## src/rtl/wcp_pkg.sv

```systemverilog
// shared types, tags and codes for the riff/wave chunk header parser
package wcp_pkg;

    localparam int unsigned ByteW    = 8;
    localparam int unsigned WordW    = 32;
    localparam int unsigned StatusW  = 3;
    localparam int unsigned OutDataW = 72;

    localparam logic [WordW-1:0] TAG_RIFF = 32'h4646_4952;
    localparam logic [WordW-1:0] TAG_WAVE = 32'h4556_4157;
    localparam logic [WordW-1:0] TAG_FACT = 32'h7463_6166;
    localparam logic [WordW-1:0] TAG_FMT  = 32'h2074_6D66;
    localparam logic [WordW-1:0] TAG_DATA = 32'h6174_6164;

    typedef enum logic [2:0] {
        PH_RIFF_TAG,
        PH_RIFF_LEN,
        PH_WAVE_TAG,
        PH_CHUNK_TAG,
        PH_CHUNK_LEN,
        PH_SKIP
    } phase_t;

    typedef enum logic [StatusW-1:0] {
        ST_FOUND     = 3'd0,
        ST_NOT_RIFF  = 3'd1,
        ST_NOT_WAVE  = 3'd2,
        ST_COMPRESS  = 3'd3,
        ST_NO_DATA   = 3'd4,
        ST_TRUNCATED = 3'd5
    } status_t;

    typedef struct packed {
        logic             last_of_buffer;
        logic             first_of_file;
        logic [ByteW-1:0] byte_value;
    } in_item_t;

    typedef struct packed {
        logic [WordW-1:0] data_offset;
        logic [WordW-1:0] data_length;
        status_t          status;
    } result_t;

endpackage

```

## src/rtl/wav_chunk_header_parser_top.sv

```systemverilog
// top level of the riff/wave chunk header parser
// Takes a RIFF/WAVE file one byte per word and gives at most one result word per file: the data
// chunk's length and offset, or an error code. A byte is accepted every cycle unless the input
// register is full and a result word waits on m_tready; each byte is handled in one pass between
// the input register and the result register, so a result word is loaded into the result register
// as the byte that caused it leaves the input register. While a result word waits on m_tready no
// further byte is parsed, whether or not it would give a result, so the input stalls once its register is full.
module wav_chunk_header_parser_top
    import wcp_pkg::*;
(
    input  logic                aclk,
    input  logic                aresetn,
    input  logic                s_tvalid,
    output logic                s_tready,
    input  logic [ByteW-1:0]    s_tdata,   // byte_value
    input  logic [0:0]          s_tuser,   // first_of_file
    input  logic                s_tlast,   // last_of_buffer
    output logic                m_tvalid,
    input  logic                m_tready,
    output logic [OutDataW-1:0] m_tdata    // status, data_length, data_offset, zero pad
);

    in_item_t s_item;
    in_item_t item;
    logic     item_valid;
    logic     out_free;
    logic     step;
    logic     has_result;
    result_t  result;

    assign s_item = '{last_of_buffer: s_tlast, first_of_file: s_tuser[0], byte_value: s_tdata};
    assign step   = item_valid && out_free;

    wcp_in_stage u_in_stage (
        .aclk       (aclk),
        .aresetn    (aresetn),
        .s_valid    (s_tvalid),
        .s_ready    (s_tready),
        .s_item     (s_item),
        .take       (step),
        .item_valid (item_valid),
        .item       (item)
    );

    wcp_parse u_parse (
        .aclk       (aclk),
        .aresetn    (aresetn),
        .step       (step),
        .item       (item),
        .has_result (has_result),
        .result     (result)
    );

    wcp_out_stage u_out_stage (
        .aclk     (aclk),
        .aresetn  (aresetn),
        .load     (has_result),
        .result   (result),
        .free     (out_free),
        .m_tvalid (m_tvalid),
        .m_tready (m_tready),
        .m_tdata  (m_tdata)
    );

endmodule

```

## src/rtl/wcp_in_stage.sv

```systemverilog
// input register stage holding one accepted byte word
module wcp_in_stage
    import wcp_pkg::*;
(
    input  logic     aclk,
    input  logic     aresetn,
    input  logic     s_valid,
    output logic     s_ready,
    input  in_item_t s_item,
    input  logic     take,
    output logic     item_valid,
    output in_item_t item
);

    logic     valid_reg;
    logic     valid_next;
    in_item_t item_reg;
    logic     accept;

    assign s_ready    = !valid_reg || take;
    assign accept     = s_valid && s_ready;
    assign item_valid = valid_reg;
    assign item       = item_reg;

    always_comb begin
        valid_next = valid_reg;
        if (accept) begin
            valid_next = 1'b1;
        end else if (take) begin
            valid_next = 1'b0;
        end
    end

    always_ff @(posedge aclk) begin
        if (!aresetn) begin
            valid_reg <= 1'b0;
        end else begin
            valid_reg <= valid_next;
        end
    end

    always_ff @(posedge aclk) begin
        if (accept) begin
            item_reg <= s_item;
        end
    end

endmodule

```

## src/rtl/wcp_parse.sv

```systemverilog
// chunk walk state and per-byte parse logic
module wcp_parse
    import wcp_pkg::*;
(
    input  logic     aclk,
    input  logic     aresetn,
    input  logic     step,
    input  in_item_t item,
    output logic     has_result,
    output result_t  result
);

    phase_t           phase_reg, phase_next;
    logic [WordW-1:0] field_shift_reg, field_shift_next;
    logic [1:0]       field_cnt_reg, field_cnt_next;
    logic [WordW-1:0] body_end_reg, body_end_next;
    logic [WordW-1:0] body_pos_reg, body_pos_next;
    logic [WordW-1:0] file_pos_reg, file_pos_next;
    logic [WordW:0]   skip_reg, skip_next;
    logic [WordW-1:0] chunk_tag_reg, chunk_tag_next;
    logic             finished_reg, finished_next;

    // values after an optional restart on first_of_file
    phase_t           ph;
    logic [WordW-1:0] fs, be, bp, fp, ctag;
    logic [1:0]       cnt;
    logic [WordW:0]   skip;
    logic             fin;

    logic [WordW-1:0]   fs_new;
    logic [1:0]         cnt_new;
    logic [WordW:0]     skip_dec;
    logic [WordW:0]     skip_len;
    logic [WordW+1:0]   bp_sum;
    logic [WordW-1:0]   bp_sat;
    logic               st_valid;
    status_t            st;

    always_comb begin
        fin  = item.first_of_file ? 1'b0 : finished_reg;
        ph   = item.first_of_file ? PH_RIFF_TAG : phase_reg;
        fs   = item.first_of_file ? '0 : field_shift_reg;
        cnt  = item.first_of_file ? '0 : field_cnt_reg;
        be   = item.first_of_file ? '0 : body_end_reg;
        bp   = item.first_of_file ? '0 : body_pos_reg;
        fp   = item.first_of_file ? '0 : file_pos_reg;
        skip = item.first_of_file ? '0 : skip_reg;
        ctag = item.first_of_file ? '0 : chunk_tag_reg;
    end

    always_comb begin
        fs_new   = {item.byte_value, fs[WordW-1:ByteW]};
        cnt_new  = cnt + 2'd1;
        skip_dec = (skip != '0) ? skip - 1'b1 : skip;
        skip_len = {1'b0, fs_new} + {{WordW{1'b0}}, fs_new[0]};
        bp_sum   = {2'b00, bp} + (WordW+2)'(8) + {1'b0, skip_len};
        bp_sat   = (bp_sum[WordW+1:WordW] != 2'b00) ? '1 : bp_sum[WordW-1:0];
    end

    always_comb begin
        phase_next       = phase_reg;
        field_shift_next = field_shift_reg;
        field_cnt_next   = field_cnt_reg;
        body_end_next    = body_end_reg;
        body_pos_next    = body_pos_reg;
        file_pos_next    = file_pos_reg;
        skip_next        = skip_reg;
        chunk_tag_next   = chunk_tag_reg;
        finished_next    = finished_reg;
        st_valid         = 1'b0;
        st               = ST_TRUNCATED;
        result           = '{data_offset: '0, data_length: '0, status: ST_TRUNCATED};

        if (!fin) begin
            phase_next       = ph;
            field_shift_next = fs;
            field_cnt_next   = cnt;
            body_end_next    = be;
            body_pos_next    = bp;
            skip_next        = skip;
            chunk_tag_next   = ctag;
            finished_next    = fin;
            file_pos_next    = fp + 1'b1;

            if (ph == PH_SKIP) begin
                skip_next = skip_dec;
                if (skip_dec == '0) begin
                    if (bp >= be) begin
                        st_valid = 1'b1;
                        st       = ST_NO_DATA;
                    end else begin
                        phase_next = PH_CHUNK_TAG;
                    end
                end
            end else begin
                field_shift_next = fs_new;
                field_cnt_next   = cnt_new;
                if (cnt_new == 2'd0) begin
                    case (ph)
                        PH_RIFF_TAG: begin
                            if (fs_new != TAG_RIFF) begin
                                st_valid = 1'b1;
                                st       = ST_NOT_RIFF;
                            end else begin
                                phase_next = PH_RIFF_LEN;
                            end
                        end
                        PH_RIFF_LEN: begin
                            body_end_next = (fs_new >= WordW'(4)) ? fs_new - WordW'(4) : '0;
                            phase_next    = PH_WAVE_TAG;
                        end
                        PH_WAVE_TAG: begin
                            if (fs_new != TAG_WAVE) begin
                                st_valid = 1'b1;
                                st       = ST_NOT_WAVE;
                            end else if (bp >= be) begin
                                st_valid = 1'b1;
                                st       = ST_NO_DATA;
                            end else begin
                                phase_next = PH_CHUNK_TAG;
                            end
                        end
                        PH_CHUNK_TAG: begin
                            chunk_tag_next = fs_new;
                            phase_next     = PH_CHUNK_LEN;
                        end
                        PH_CHUNK_LEN: begin
                            if (ctag == TAG_DATA) begin
                                st_valid           = 1'b1;
                                st                 = ST_FOUND;
                                result.data_length = fs_new;
                                result.data_offset = fp + 1'b1;
                            end else if (ctag == TAG_FACT) begin
                                st_valid = 1'b1;
                                st       = ST_COMPRESS;
                            end else begin
                                // fmt and unknown chunks: skip body plus pad
                                skip_next     = skip_len;
                                body_pos_next = bp_sat;
                                if (skip_len == '0) begin
                                    if (bp_sat >= be) begin
                                        st_valid = 1'b1;
                                        st       = ST_NO_DATA;
                                    end else begin
                                        phase_next = PH_CHUNK_TAG;
                                    end
                                end else begin
                                    phase_next = PH_SKIP;
                                end
                            end
                        end
                        default: begin
                            st_valid = 1'b1;
                            st       = ST_TRUNCATED;
                        end
                    endcase
                end
            end

            if (!st_valid && item.last_of_buffer) begin
                st_valid = 1'b1;
                st       = ST_TRUNCATED;
            end
            if (st_valid) begin
                finished_next = 1'b1;
            end
        end
        result.status = st;
        has_result    = step && st_valid;
    end

    always_ff @(posedge aclk) begin
        if (!aresetn) begin
            phase_reg       <= PH_RIFF_TAG;
            field_shift_reg <= '0;
            field_cnt_reg   <= '0;
            body_end_reg    <= '0;
            body_pos_reg    <= '0;
            file_pos_reg    <= '0;
            skip_reg        <= '0;
            chunk_tag_reg   <= '0;
            finished_reg    <= 1'b1;
        end else if (step) begin
            phase_reg       <= phase_next;
            field_shift_reg <= field_shift_next;
            field_cnt_reg   <= field_cnt_next;
            body_end_reg    <= body_end_next;
            body_pos_reg    <= body_pos_next;
            file_pos_reg    <= file_pos_next;
            skip_reg        <= skip_next;
            chunk_tag_reg   <= chunk_tag_next;
            finished_reg    <= finished_next;
        end
    end

endmodule

```

## src/rtl/wcp_out_stage.sv

```systemverilog
// result register on the master side
module wcp_out_stage
    import wcp_pkg::*;
(
    input  logic                aclk,
    input  logic                aresetn,
    input  logic                load,
    input  result_t             result,
    output logic                free,
    output logic                m_tvalid,
    input  logic                m_tready,
    output logic [OutDataW-1:0] m_tdata
);

    logic    valid_reg;
    logic    valid_next;
    result_t data_reg;

    assign free     = !valid_reg || m_tready;
    assign m_tvalid = valid_reg;
    assign m_tdata  = {{(OutDataW - $bits(result_t)){1'b0}}, data_reg};

    always_comb begin
        valid_next = valid_reg;
        if (load) begin
            valid_next = 1'b1;
        end else if (m_tready) begin
            valid_next = 1'b0;
        end
    end

    always_ff @(posedge aclk) begin
        if (!aresetn) begin
            valid_reg <= 1'b0;
        end else begin
            valid_reg <= valid_next;
        end
    end

    always_ff @(posedge aclk) begin
        if (load) begin
            data_reg <= result;
        end
    end

endmodule

```

## config.mk

```make
export PLATFORM = sky130hd
export DESIGN_NAME = wav_chunk_header_parser_top
export DESIGN_NICKNAME = d
export VERILOG_FILES = /design/src/rtl/wcp_pkg.sv /design/src/rtl/wav_chunk_header_parser_top.sv /design/src/rtl/wcp_in_stage.sv /design/src/rtl/wcp_parse.sv /design/src/rtl/wcp_out_stage.sv
export SDC_FILE = /design/constraint.sdc
export NUM_CORES = 1
export LEC_CHECK = 0
export ABC_AREA = 1
export BUFFER_PORTS_ARGS = -buffer_cell sky130_fd_sc_hd__buf_2
export CORE_ASPECT_RATIO = 0.9
export CORE_UTILIZATION = 30
export CTS_BUF_LIST = sky130_fd_sc_hd__clkbuf_2
export DETAILED_ROUTE_END_ITERATION = 10
export PLACE_DENSITY_LB_ADDON = 0.05
export SLEW_MARGIN = 20
export SYNTH_ARGS = -nofsm -noshare
export SYNTH_HDL_FRONTEND = slang
export SYNTH_SLANG_ARGS = --single-unit
```

## constraint.sdc

```tcl
create_clock -name aclk -period 12.8 [get_ports aclk]
set_input_delay 0 -clock aclk [delete_from_list [all_inputs] [get_ports aclk]]
set_output_delay 0 -clock aclk [all_outputs]
set_load 0.02 [all_outputs]
```

==> impl_metrics.env <==
export IMPL_synth_edf_count=77
export IMPL_leakage_nw=10.3
export IMPL_io_buffers=82
export IMPL_cp_required_ps=13470
export IMPL_fin_total_pwr_w=0.00199
export IMPL_postCtsSetupRepairBufs=0
export IMPL_drv_slew=0
export IMPL_route_met2_wl_mm=36.9
export IMPL_core_area_sq_um=68500
export IMPL_r2r_slack_ps=2830
export IMPL_swShare=0.354
export IMPL_grt_pass1_vias=20600
export IMPL_p_per_area_nw_per_um2=86.7
export IMPL_critical_path_top_delay_family="simple AND/OR/NAND/NOR gates"
export IMPL_cp_depth=43
export IMPL_r2r_end="u_out_stage.m_tdata[30]"
export IMPL_antenna_found_initial=4
export IMPL_clk_path_buf_depth=3
export IMPL_nets=3383
export IMPL_critPathArrivalTime_ps=10640
export IMPL_crit_type="reg -> reg"
export IMPL_grt_usage=0.239
export IMPL_synth_ff_type="dfxtp_1"
export IMPL_pwr_share_comb=0.181
export IMPL_crit_buf_inv=11
export IMPL_cts_tree="done"
export IMPL_hold_path_cell_count=3
export IMPL_cts_root_buf="clkbuf_2"
export IMPL_cpPeakStageDelay_ps=600
export IMPL_via_count=21600
export IMPL_p_int_w=0.00129
export IMPL_path_common_cell="nand2_1"
export IMPL_period_share=0.779
export IMPL_cts_resized=0
export IMPL_clockPowerShare=0.355
export IMPL_status="complete, no violations"
export IMPL_synthCells=3187
export IMPL_largest_reg_flops=67
export IMPL_skew_ps=105
export IMPL_cts_sinks=270
export IMPL_wire_per_inst_um=20.0
export IMPL_postRouteAntennaNets=0
export IMPL_seq_power_share=0.464
export IMPL_syn_cell_area_sq_um=20800
export IMPL_grt_setup_unrepaired="no"
export IMPL_worstSkewPairLatency_ps=1110
export IMPL_fin_setup_tns_ps=0
export IMPL_drtPass1Iterations=5
export IMPL_clk_pin_slew_ps=110
export IMPL_endpoint_kind="flop"
export IMPL_cpMaxStageDelayCell="inv_2"
export IMPL_routed_wl_met3_mm=5.53
export IMPL_synth_distinct_cells=58
export IMPL_drc_errors=0
export IMPL_htreeDepth=3
export IMPL_placedCellCount=4084
export IMPL_yosysSeqAreaShare=0.297
export IMPL_reg2regPathDepth=43
export IMPL_dp_hpwl_mm=61.9
export IMPL_area_delta_synth_final_pct=10.3
export IMPL_max_freq_mhz=100
export IMPL_viasPerCell=5.08
export IMPL_cts_buffers=78
export IMPL_ioPinCount=88
export IMPL_tightest_slew_ps=1170
export IMPL_die_h_um=252
export IMPL_period_minus_slack_ps=9970
export IMPL_grt_pass1_wl_mm=129
export IMPL_ir_drop_uv=51.0
export IMPL_drive_gt1_frac=0.0943
export IMPL_critPathMaxFanout=109
export IMPL_rows=91
export IMPL_die_area_sq_um=70400
export IMPL_max_slew_margin=0.214
export IMPL_reg2reg_from="u_in_stage.item[8]"
export IMPL_avgSynthCellArea_sq_um=6.53
export IMPL_cp_start_kind="flop"
export IMPL_place_congestion=0.904
export IMPL_die_w_um=280
export IMPL_setup_viol=0
export IMPL_ys_warn_count=0
export IMPL_final_cells=4253
export IMPL_grt_overflow=0
export IMPL_hold_viol=0
export IMPL_drv_cap=0
export IMPL_initial_core_util=0.303
export IMPL_p_switching_w=0.000705
export IMPL_async_flop_share=0
export IMPL_top_layer="met5"
export IMPL_drt_met1_wl_mm=40.1
export IMPL_utilization=0.335
export IMPL_first_iter_violations=1927
export IMPL_ys_seq_elements=270
export IMPL_cp_startpoint="u_in_stage.item[8]"
export IMPL_wirelength_mm=84.9
export IMPL_hold_class="in -> reg"
export IMPL_crit_end="u_out_stage.m_tdata[30]"
export IMPL_grt_max_degree=110
-- cells by family (layout without fill, tap and decap cells) --
kind of cell / Yosys count / count (layout) / synth area share
xor gates and xnor gates: 127 / 127 / 0.0535
other: 1 / 9 / 0.000180
DFF: 270 / 270 / 0.297
AOI/OAI and AO/OA: 659 / 659 / 0.175
and+or+nand+nor: 1454 / 1454 / 0.299
buffers and inverters: 569 / 697 / 0.111
adders and majority gates: 107 / 107 / 0.0647
-- cell usage in the layout (no fill, tap or decap), drive strengths merged, types with 5 or more instances in the layout --
master	count
a21oi	333
a221oi	8
conb	5
edfxtp	77
xnor2	21
nand3	141
buf	107
nor2	426
nand3b	7
nand2	719
nand4	63
o221ai	9
nor4	26
dlygate4sd3	28
inv	426
clkbuf	116
a211oi	8
a31oi	24
dfxtp	193
o21ai	201
clkinv	16
or2	9
ha	106
nor3	61
xor2	106
o21a	7
a21o	5
o211ai	49
-- repair_timing --
action                                 4_1_cts  5_1_grt
setup endpoints to repair                    0        0
hold buffers                                28        0
endpoints found under the hold margin      170        0
-- layout make-up --
cell class / count / area [sq um]
Clock inverter: 21 / 140
Inverter: 425 / 1610
Tap cell: 930 / 1160
Multi-Input combinational cell: 2352 / 12400
Antenna cell: 4 / 10.0
Clock buffer: 116 / 581
Timing Repair Buffer: 135 / 897
Fill cell: 7689 / 45600
Sequential cell: 270 / 6180
-- how the worst min path moves through the flow --
stage                from                  to
2_1_floorplan  s_tdata[0]  u_in_stage.item[0]
3_3_place_gp      s_tlast  u_in_stage.item[9]
3_5_place_dp   s_tdata[2]  u_in_stage.item[2]
4_1_cts           s_tlast  u_in_stage.item[9]
5_1_grt           s_tlast  u_in_stage.item[9]
6_report          s_tlast  u_in_stage.item[9]
-- layer usage --
layer	up-vias	global-route usage
li1	10700	-
met1	10100	0.330
met2	684	0.372
met3	143	0.0521
met4	2	0.0693
met5	-	0
-- synth_stat cells, drive strengths merged, types with 8 or more instances --
cell,count,share of area
a21oi,333,0.080
dfxtp,193,0.19
nand2,719,0.13
o21ai,201,0.049
nand3,141,0.035
nor3,61,0.016
nor2,426,0.080
o221ai,9,0.0038
nor4,26,0.0081
nand4,63,0.019
xor2,106,0.045
a211oi,8,0.0029
clkbuf,84,0.015
xnor2,21,0.0088
a221oi,8,0.0034
ha,106,0.064
or2,9,0.0027
inv,424,0.077
o211ai,49,0.018
a31oi,24,0.0072
buf,60,0.019
edfxtp,77,0.11
-- worst min-delay path, cell delays in order --
cell           delay, ps
dlygate4sd3_1        520
buf_2                 90
dlygate4sd3_1        530
-- through the flow --
stage | cell area [sq um] | hold WS [ps] | setup WS, ps
2_1_floorplan | 20800 | 98.9 | 4490
3_3_place_gp | 21900 | 177 | 2710
3_5_place_dp | 21900 | 178 | 2790
4_1_cts | 22900 | 51.1 | 2670
5_1_grt | 22900 | 78.4 | 1860
6_report | 22900 | 162 | 2830
-- power groups by stage --
stage               registers (W)  clock network (W)  logic [W]
global route             0.000927           0.000780   0.000398
finish                   0.000924           0.000707   0.000360
global placement         0.000942                  0   0.000349
detailed placement       0.000943                  0   0.000351
CTS                      0.000923           0.000734   0.000360
floorplan                0.000933                  0   0.000242
(Power assumes the default switching activity.)
